--- src/rtl/cbc_pkg.sv ---
`timescale 1ns / 1ps

package cbc_pkg;

   localparam int COORD_W = 12;
   localparam int DIAM_W  = 13;

   typedef struct packed {
      logic [COORD_W-1:0] point_x;
      logic [COORD_W-1:0] point_y;
      logic               last_point;
   } req_type;

   typedef struct packed {
      logic [COORD_W-1:0] center_x;
      logic [COORD_W-1:0] center_y;
      logic [DIAM_W-1:0]  diameter;
   } rsp_type;

endpackage

--- src/rtl/cbc_track.sv ---
`timescale 1ns / 1ps

module cbc_track #(
   parameter int COORD_BITS = 12
) (
   input  logic                  clock,
   input  logic                  reset,
   input  logic                  accept,
   input  cbc_pkg::req_type      point,
   output logic                  start,
   output logic [COORD_BITS-1:0] min_x,
   output logic [COORD_BITS-1:0] max_x,
   output logic [COORD_BITS-1:0] min_y,
   output logic [COORD_BITS-1:0] max_y
);

   localparam logic [1:0] COUNT_MAX = 2'd3;

   logic [1:0]            count_ff, count_in;
   logic [COORD_BITS-1:0] min_x_ff, max_x_ff, min_y_ff, max_y_ff;
   logic [COORD_BITS-1:0] px, py;
   logic                  first;

   assign px    = COORD_BITS'(point.point_x);
   assign py    = COORD_BITS'(point.point_y);
   assign first = (count_ff == 2'd0);

   // box including the current point, also handed to the root unit
   always_comb begin
      min_x = (first || px < min_x_ff) ? px : min_x_ff;
      max_x = (first || px > max_x_ff) ? px : max_x_ff;
      min_y = (first || py < min_y_ff) ? py : min_y_ff;
      max_y = (first || py > max_y_ff) ? py : max_y_ff;
   end

   // a last point with an earlier point in the contour ends a real box
   assign start = accept && point.last_point && !first;

   always_comb begin
      count_in = count_ff;
      if (accept) begin
         if (point.last_point) begin
            count_in = 2'd0;
         end else if (count_ff != COUNT_MAX) begin
            count_in = count_ff + 2'd1;
         end
      end
   end

   always_ff @(posedge clock) begin
      if (reset) begin
         count_ff <= 2'd0;
      end else begin
         count_ff <= count_in;
      end
   end

   always_ff @(posedge clock) begin
      if (accept) begin
         min_x_ff <= min_x;
         max_x_ff <= max_x;
         min_y_ff <= min_y;
         max_y_ff <= max_y;
      end
   end

endmodule

--- src/rtl/cbc_root.sv ---
`timescale 1ns / 1ps

module cbc_root #(
   parameter int COORD_BITS = 12
) (
   input  logic                  clock,
   input  logic                  reset,
   input  logic                  start,
   input  logic [COORD_BITS-1:0] min_x,
   input  logic [COORD_BITS-1:0] max_x,
   input  logic [COORD_BITS-1:0] min_y,
   input  logic [COORD_BITS-1:0] max_y,
   output logic                  busy,
   output logic                  rsp_valid,
   input  logic                  rsp_ready,
   output cbc_pkg::rsp_type      rsp_data
);

   localparam int ROOT_W = COORD_BITS + 1;
   localparam int RAD_W  = 2 * ROOT_W;
   localparam int REM_W  = ROOT_W + 2;
   localparam int CNT_W  = $clog2(ROOT_W);
   localparam logic [CNT_W-1:0] LAST_STEP = CNT_W'(ROOT_W - 1);

   localparam logic [2:0] ST_IDLE = 3'd0;
   localparam logic [2:0] ST_SQX  = 3'd1;
   localparam logic [2:0] ST_SQY  = 3'd2;
   localparam logic [2:0] ST_ROOT = 3'd3;
   localparam logic [2:0] ST_HOLD = 3'd4;

   logic [2:0]            state_ff, state_in;
   logic [COORD_BITS-1:0] min_x_ff, max_x_ff, min_y_ff, max_y_ff;
   logic [RAD_W-1:0]      acc_ff, acc_in;
   logic [REM_W-1:0]      rem_ff, rem_in;
   logic [ROOT_W-1:0]     root_ff, root_in;
   logic [CNT_W-1:0]      step_ff, step_in;
   logic                  rsp_valid_ff, rsp_valid_in;
   cbc_pkg::rsp_type      rsp_data_ff;

   logic [COORD_BITS-1:0]   sub_hi, sub_lo, diff;
   logic [2*COORD_BITS-1:0] square;
   logic [REM_W-1:0]        rem_sh, trial;
   logic                    fits;
   logic [COORD_BITS:0]     sum_x, sum_y;
   logic                    out_free;

   // one subtract and multiply shared by the x and y square
   assign sub_hi = (state_ff == ST_SQX) ? max_x_ff : max_y_ff;
   assign sub_lo = (state_ff == ST_SQX) ? min_x_ff : min_y_ff;
   assign diff   = sub_hi - sub_lo;
   assign square = diff * diff;

   // restoring root step, two radicand bits per cycle
   assign rem_sh = {rem_ff[ROOT_W-1:0], acc_ff[RAD_W-1 -: 2]};
   assign trial  = {root_ff, 2'b01};
   assign fits   = (rem_sh >= trial);

   assign sum_x    = {1'b0, min_x_ff} + {1'b0, max_x_ff};
   assign sum_y    = {1'b0, min_y_ff} + {1'b0, max_y_ff};
   assign out_free = !rsp_valid_ff || rsp_ready;

   always_comb begin
      state_in     = state_ff;
      acc_in       = acc_ff;
      rem_in       = rem_ff;
      root_in      = root_ff;
      step_in      = step_ff;
      rsp_valid_in = rsp_valid_ff && !rsp_ready;
      unique case (state_ff)
         ST_IDLE: begin
            if (start) begin
               rem_in   = '0;
               root_in  = '0;
               step_in  = LAST_STEP;
               state_in = ST_SQX;
            end
         end
         ST_SQX: begin
            acc_in   = RAD_W'(square);
            state_in = ST_SQY;
         end
         ST_SQY: begin
            acc_in   = acc_ff + RAD_W'(square);
            state_in = ST_ROOT;
         end
         ST_ROOT: begin
            rem_in  = fits ? (rem_sh - trial) : rem_sh;
            root_in = {root_ff[ROOT_W-2:0], fits};
            acc_in  = acc_ff << 2;
            step_in = step_ff - CNT_W'(1);
            if (step_ff == '0) begin
               state_in = ST_HOLD;
            end
         end
         ST_HOLD: begin
            if (out_free) begin
               rsp_valid_in = 1'b1;
               state_in     = ST_IDLE;
            end
         end
         default: begin
            state_in = ST_IDLE;
         end
      endcase
   end

   always_ff @(posedge clock) begin
      if (reset) begin
         state_ff     <= ST_IDLE;
         rsp_valid_ff <= 1'b0;
      end else begin
         state_ff     <= state_in;
         rsp_valid_ff <= rsp_valid_in;
      end
   end

   always_ff @(posedge clock) begin
      acc_ff  <= acc_in;
      rem_ff  <= rem_in;
      root_ff <= root_in;
      step_ff <= step_in;
      if (state_ff == ST_IDLE && start) begin
         min_x_ff <= min_x;
         max_x_ff <= max_x;
         min_y_ff <= min_y;
         max_y_ff <= max_y;
      end
      if (state_ff == ST_HOLD && out_free) begin
         rsp_data_ff.center_x <= cbc_pkg::COORD_W'(sum_x[COORD_BITS:1]);
         rsp_data_ff.center_y <= cbc_pkg::COORD_W'(sum_y[COORD_BITS:1]);
         rsp_data_ff.diameter <= cbc_pkg::DIAM_W'(root_ff);
      end
   end

   assign busy      = (state_ff != ST_IDLE);
   assign rsp_valid = rsp_valid_ff;
   assign rsp_data  = rsp_data_ff;

   a_start_idle: assert property (@(posedge clock) disable iff (reset)
      start |-> state_ff == ST_IDLE)
      else $error("contour end arrived while root unit busy");

   a_root_done: assert property (@(posedge clock) disable iff (reset)
      (state_ff == ST_ROOT && step_ff == '0) |=> state_ff == ST_HOLD)
      else $error("root sequence did not finish after last step");

   a_hold_load: assert property (@(posedge clock) disable iff (reset)
      (state_ff == ST_HOLD && out_free) |=> (rsp_valid_ff && state_ff == ST_IDLE))
      else $error("finished result not moved to output register");

   a_hold_wait: assert property (@(posedge clock) disable iff (reset)
      (state_ff == ST_HOLD && !out_free) |=> state_ff == ST_HOLD)
      else $error("result left hold while output register full");

endmodule

--- src/rtl/contour_bounding_circle.sv ---
`timescale 1ns / 1ps

// Bounding circle estimate over traced contours. Each item is one point; the
// point flagged last_point closes the contour. Ordinary points are taken one
// per cycle while the root unit is idle and only update the running box. A
// last point of a contour with two or more points starts the shared
// square/root unit: one multiplier squares dx and then dy, a restoring square
// root resolves one result bit per cycle, and the result then moves to the
// output register. req_ready stays low from such an item until that move,
// longer if the previous result is still waiting to be taken. A single point
// contour gives no result item and no stall. The result carries the box
// center as halved sums and the floor root of the squared diagonal.
module contour_bounding_circle #(
   parameter int COORD_BITS = 12
) (
   input  logic             clock,
   input  logic             reset,
   input  logic             req_valid,
   output logic             req_ready,
   input  cbc_pkg::req_type req_data,
   output logic             rsp_valid,
   input  logic             rsp_ready,
   output cbc_pkg::rsp_type rsp_data
);

   logic                  accept;
   logic                  start;
   logic                  busy;
   logic [COORD_BITS-1:0] min_x, max_x, min_y, max_y;

   assign req_ready = !busy;
   assign accept    = req_valid && req_ready;

   cbc_track #(
      .COORD_BITS(COORD_BITS)
   ) u_track (
      .clock (clock),
      .reset (reset),
      .accept(accept),
      .point (req_data),
      .start (start),
      .min_x (min_x),
      .max_x (max_x),
      .min_y (min_y),
      .max_y (max_y)
   );

   cbc_root #(
      .COORD_BITS(COORD_BITS)
   ) u_root (
      .clock    (clock),
      .reset    (reset),
      .start    (start),
      .min_x    (min_x),
      .max_x    (max_x),
      .min_y    (min_y),
      .max_y    (max_y),
      .busy     (busy),
      .rsp_valid(rsp_valid),
      .rsp_ready(rsp_ready),
      .rsp_data (rsp_data)
   );

endmodule

--- config.mk ---
export PLATFORM = sky130hd
export DESIGN_NAME = contour_bounding_circle
export DESIGN_NICKNAME = d
export VERILOG_FILES = /design/src/rtl/cbc_pkg.sv /design/src/rtl/cbc_track.sv /design/src/rtl/cbc_root.sv /design/src/rtl/contour_bounding_circle.sv
export SDC_FILE = /design/constraint.sdc
export NUM_CORES = 1
export LEC_CHECK = 0
export ABC_AREA = 1
export BUFFER_PORTS_ARGS = -buffer_cell sky130_fd_sc_hd__clkbuf_2
export CAP_MARGIN = 20
export CELL_PAD_IN_SITES_DETAIL_PLACEMENT = 0
export CELL_PAD_IN_SITES_GLOBAL_PLACEMENT = 2
export CORE_UTILIZATION = 39
export DETAILED_ROUTE_END_ITERATION = 8
export PLACE_DENSITY = 0.84
export SETUP_SLACK_MARGIN = 0.2
export SLEW_MARGIN = 5
export SYNTH_ARGS = -nofsm -noshare
export SYNTH_HDL_FRONTEND = slang
export SYNTH_HIERARCHICAL = 1
export SYNTH_SLANG_ARGS = --single-unit
--- constraint.sdc ---
create_clock -name clock -period 8.7 [get_ports clock]
set_clock_uncertainty 0.05 [all_clocks]
set_input_delay 0 -clock clock [delete_from_list [all_inputs] [get_ports clock]]
set_output_delay 0 -clock clock [all_outputs]
set_load 0.005 [all_outputs]
# --- Word-level counts from Yosys, hierarchy flattened ---
# Cells that the tools add are included.
totals:
  in_bits: 29
  register_bits: 195
  out_inout_bits: 39
  word_cells: 86
classes:
  magnitude_cmp: 5
  n_eq_ne: 8
  n_mux: 22
  n_addsub: 7
  reduce_logical: 25
  n_mul: 1
op_table:
  columns: ["cell", "count"]
  rows:
  - ["$pmux W26 S3", 1]
  - ["$mux W12", 6]
  - ["$pmux W13 S2", 2]
  - ["$mux W13", 3]
  - ["$add A12 B12 Y13", 2]
  - ["$add A26 B24 Y26", 1]
  - ["$gt A12 B12 Y1", 2]
  - ["$lt A12 B12 Y1", 2]
  - ["$mul A12 B12 Y24", 1]
  - ["$ge A15 B15 Y1", 1]
  - ["$pmux W3 S5", 1]
  - ["$sub A13 B13 Y13", 1]
  - ["$sub A12 B12 Y12", 1]
  - ["$mux W3", 3]
  - ["$pmux W4 S2", 1]
  - ["$eq A3 B2 Y1 const B", 2]
  - ["$logic_and A1 B1 Y1", 6]
  - ["$ne A2 B1 Y1 const B", 3]
  - ["$reduce_bool A3 Y1", 2]
  - ["$logic_or A1 B1 Y1", 5]
  - ["$logic_not A1 Y1", 4]
  - ["$logic_not A4 Y1", 1]
  - ["$mux W2", 2]
  - ["$mux W4", 1]
  - ["11 further kinds", 14]

# --- Depth between registers and ports, before layout ---
depth:
  ltp_word: 7
  mapped_depth: 51
  mapped_depth_nobuf: 49

# --- Modules after synthesis ---
# Netlist, hierarchy kept.
modules_own_cells:
  columns: ["module", "cells_per_inst", "instances", "seq_area_each_um2", "area_per_inst_um2"]
  rows:
  - ["cbc_root", 1644, 1, 4314.1, 13375.3]
  - ["cbc_track", 441, 1, 1481.4, 3578.4]
  - ["contour_bounding_circle", 3, 1, 0.0, 13.8]

# --- Worst setup path after synthesis ---
# No wires, ideal clock.
synth_path:
  kind: "flip-flop to flip-flop"
  start: "register u_root.state_ff[1]"
  end: "register u_root.acc_ff[25] (data pin)"
  synth_period_minus_slack_ps: 7725
  setup_slack_ps: 975
  required_time_ps: 8397
  path_stages_with_launch: 40
  path_buffers: 2
  setup_time_ps: 253
  t_arrival_ps: 7422
  cell_sequence: "dfxtp_1 > inv_1 > nand3_2 > buf_2 > mux2i_1 > ha_1 > fa_1 > xnor2_1 > inv_1 > clkbuf_1 > nor2_2 > inv_1 > fa_1 > inv_1 > fa_1 > inv_1 > fa_1 > inv_1 > [... 4 more ...] > ha_1 > nand2_1 > nand2_1 > nand2_1 > and2_1 > nand2_1 > or2_2 > and2_1 > ha_1 > nand2_1 > nor2_1 > inv_1 > o21ai_0 > nand2_1 > nand3_1 > nand2_1 > nand3_1 > nand2_1"
synth_between:
  elab_chain_cells: 6
  elab_cells_between_ends: 9
  classes_between: "2 x add/sub; 1 x mul; 3 x eq/ne; 3 x mux"
synth_rtl:
  columns: ["element", "line_no", "source"]
  rows:
  - ["start: declaration", "cbc_root.sv:31", "logic [2:0] state_ff, state_in;"]
  - ["start signal: assignment", "cbc_root.sv:112", "state_ff <= state_in;"]
  - ["$eq A3 B1 Y1", "cbc_root.sv:48, cbc_root.sv:49, cbc_root.sv:69", null]
  - ["$mux W12 (on tied branches)", "cbc_root.sv:48, cbc_root.sv:49", null]
  - ["$sub A12 B12 Y12", "cbc_root.sv:50", "assign diff = sub_hi - sub_lo;"]
  - ["$mul A12 B12 Y24", "cbc_root.sv:51", "assign square = diff * diff;"]
  - ["$add A26 B24 Y26", "cbc_root.sv:83", "acc_in = acc_ff + RAD_W'(square);"]
  - ["$pmux W26 S3 (*)", "cbc_root.sv:69", "unique case (state_ff)"]
  - ["named net u_root.acc_in[25]", "cbc_root.sv:33", "logic [RAD_W-1:0] acc_ff, acc_in;"]
  - ["end signal: assignment", "cbc_root.sv:118", "acc_ff <= acc_in;"]
  - ["end: declaration", "cbc_root.sv:33", null]
# The timed path passes the listed nets; every way through them passes the cells marked *.
# A chain may end at the register's enable or synchronous reset.

# --- Final worst setup path ---
layout_path:
  start: "register u_root.state_ff[1]"
  end: "register u_root.acc_ff[22] (data pin)"
# The elaborated chain is that of the path after synthesis.

==> out/qor.csv <==
metric,value,unit
ys_types,47,
setup_viol,0,
clock-root-buffer,clkbuf_16,
clkTransAtPathRegs,0.07,ns
portBuffers,67,
ios,68,
wl_met3,1253,um
coreArea,42980,sq um
drv_slew,0,
slew_headroom,0.3904,
fin_nets,2488,
synth-main-ff-cell,edfxtp_1,
fmax,0.1245,GHz
arrival,8.20,ns
crit_slowest_cell,fa_1,
yosysSeqAreaShare,0.3416,
fillers,4373,
grt_max_degree,53,
initial_core_util,0.3948,
worstSetupPathType,register to register,
crit_path_start_kind,register,
area_delta_synth_final,13.91,%
clkSinkCount,195,
final_core_util,0.4497,
grt_pass1_wl,70860,um
multi_input_area,9882,sq um
insertion_delay,0.48,ns
fin_crit_sh,0.9232,
insertedDiodeCount,0,
tightest_slew,0.9122,ns
ant_nets,0,
drt_pre_antenna_iters,5,
rsz0062_at_grt,no,
crit_buf_inv,10,
grt_pass1_vias,13390,
htreeDepth,4,
synth_nets,2375,
totalWireLength,43680,um
via_per_inst,4.844,
finalHoldViolations,0,
cts_buffers,17,
synth_edf_count,189,
cp_top_family,adder cells,
synth.avg_cell_area,8.126,sq um
clock_path_buffers,2,
wl_per_cell,15.60,um
ys_ff_latch,195,
hp-class,input port to register,
register_area,5802,sq um
yosysWarnings,6,
hpwl,34860,um
crit_start,u_root/state_ff[1]$_SDFFE_PP0P_,
gp_congestion,0.8795,
vias,13560,
cp.required,8.87,ns
tns,0,ns
grtUsageTotal,0.2053,
outcome,finished clean,
netlist_instances,2088,
fp.dieH,210.6,um
rows,76,
end_kind,register,
worstReg2RegStart,u_root/state_ff[1]$_SDFFE_PP0P_,
hold_path.startpoint,req_valid,
drt_iter0_markers,632,
antenna_found_initial,0,
routed.top_layer,met4,
cts_tree,yes,
drive_above_1_share,0.1102,
met1_length,21040,um
finalCriticalPeriod,8.032,ns
wl_met2,20650,um
syn-cell-area,16970,sq um
async_reset_ff_frac,0,
path_max_fanout,7,
grt-ovfl-total,0,
dieArea,44340,sq um
die_w,210.6,um
cap_violations,0,
crit_top_cell,nand2_1,
max_stage_delay,0.53,ns
drt_drc_violations_left,0,
[what timing repair did]
action,in CTS,in global routing
cloned,0,1
endpoints found under the hold margin,109,0
setup buffers,0,7
setup endpoints to repair,5,14
resized for setup,1,85
pin swaps,0,5
hold buffers,29,0
[flip-flops by register name, indices dropped and copies added, names as in the netlist, 13 cells and up]
| name | flops |
|---|---|
| u_root/acc_ff | 26 |
| u_root/rem_ff | 13 |
| u_root/root_ff | 13 |
| u_root/rsp_data | 37 |
[tightest hold or removal path, stage by stage]
cell,delay (ns)
clkbuf_2,0.08
inv_1,0.08
nor2_4,0.03
buf_4,0.29
[synth_stat cells, types with 10 or more instances]
cell type	count	area, sq um
nand2_1	582	2185
edfxtp_1	189	5675
fa_1	83	1662
nor3_1	11	55.05
ha_1	175	2190
nand3_1	139	695.7
inv_1	375	1408
mux2i_1	10	100.1
clkbuf_1	14	52.55
nor2_1	163	611.8
xnor2_1	15	131.4
xor2_1	26	227.7
a21o_1	15	112.6
nand4_1	24	150.1
a21oi_1	101	505.5
nand2_2	13	81.33
nand3b_1	16	120.1
o21ai_0	34	170.2
[cell type report]
type | count | share of cell area
Clock buffer | 19 | 0.02240
Clock inverter | 13 | 0.007768
Inverter | 386 | 0.07607
Multi-Input combinational cell | 1475 | 0.5113
Sequential cell | 195 | 0.3002
Tap cell | 585 | 0.03787
Timing Repair Buffer | 126 | 0.04441
[cells in the final DEF, fill, tap and decap left out, types with 6 or more instances in the layout]
cell type | Yosys | final
fa_1 | 83 | 82
xnor2_1 | 15 | 15
nand2_1 | 582 | 575
ha_4 | 0 | 10
nand3_1 | 139 | 139
nor2_2 | 8 | 21
or2_2 | 6 | 6
ha_2 | 0 | 7
inv_2 | 8 | 8
nand3b_1 | 16 | 16
clkbuf_2 | 0 | 67
nor3_1 | 11 | 9
and2_1 | 8 | 8
o21bai_1 | 7 | 6
nor2_4 | 3 | 8
o21ai_1 | 5 | 6
edfxtp_1 | 189 | 189
dlygate4sd3_1 | 0 | 29
mux2i_1 | 10 | 9
nor2_1 | 163 | 145
a21o_1 | 15 | 15
ha_1 | 175 | 158
a21oi_1 | 101 | 94
a21oi_2 | 1 | 6
inv_1 | 375 | 370
xor2_1 | 26 | 24
buf_4 | 6 | 29
nand4_1 | 24 | 24
o21ai_0 | 34 | 31
nand2_2 | 13 | 20
clkbuf_16 | 0 | 17
[routing by layer]
layer | up-vias | track usage
met1 | 6377 | 0.2767
met4 | 0 | 0.06122
met5 | - | 0
met3 | 37 | 0.02622
met2 | 211 | 0.3437
li1 | 6934 | -
[kinds of logic after synthesis]
| kind of cell | after synthesis | synth area share |
|---|---|---|
| AOI/OAI and AO/OA | 180 | 0.05958 |
| xor gates and xnor gates | 44 | 0.02404 |
| adders and majority gates | 258 | 0.2270 |
| buffers and inverters | 419 | 0.09734 |
| DFF | 195 | 0.3416 |
| muxes | 10 | 0.005900 |
| and+or+nand+nor | 982 | 0.2446 |
[through the flow]
step	instance area [sq um]	hold WS (ns)	instances	setup WS, ns
floorplan	16970	0.01907	2088	0.9746
CTS	18920	0.2699	2791	0.2158
finish	19330	0.2743	2799	0.6683
detailed placement	18040	0.2754	2730	0.1248
global placement	18040	0.2706	2730	0.2522
global route	19330	0.3100	2799	0.1633
[path summary, 6_finish.rpt]
kind	to	slack [ns]	cells past startpoint
setup / recovery	u_root/acc_ff[22]$_DFFE_PP_	0.67	40
hold / removal	u_track/max_x_ff[11]$_DFFE_PP_	0.27	4
setup reg to reg	u_root/acc_ff[22]$_DFFE_PP_	0.67	40
hold reg to reg	u_root/rsp_data[9]$_DFFE_PP_	0.40	0
Power is not shown: default switching activity piles up to over one toggle a cycle in this logic, so the estimate is an artifact.
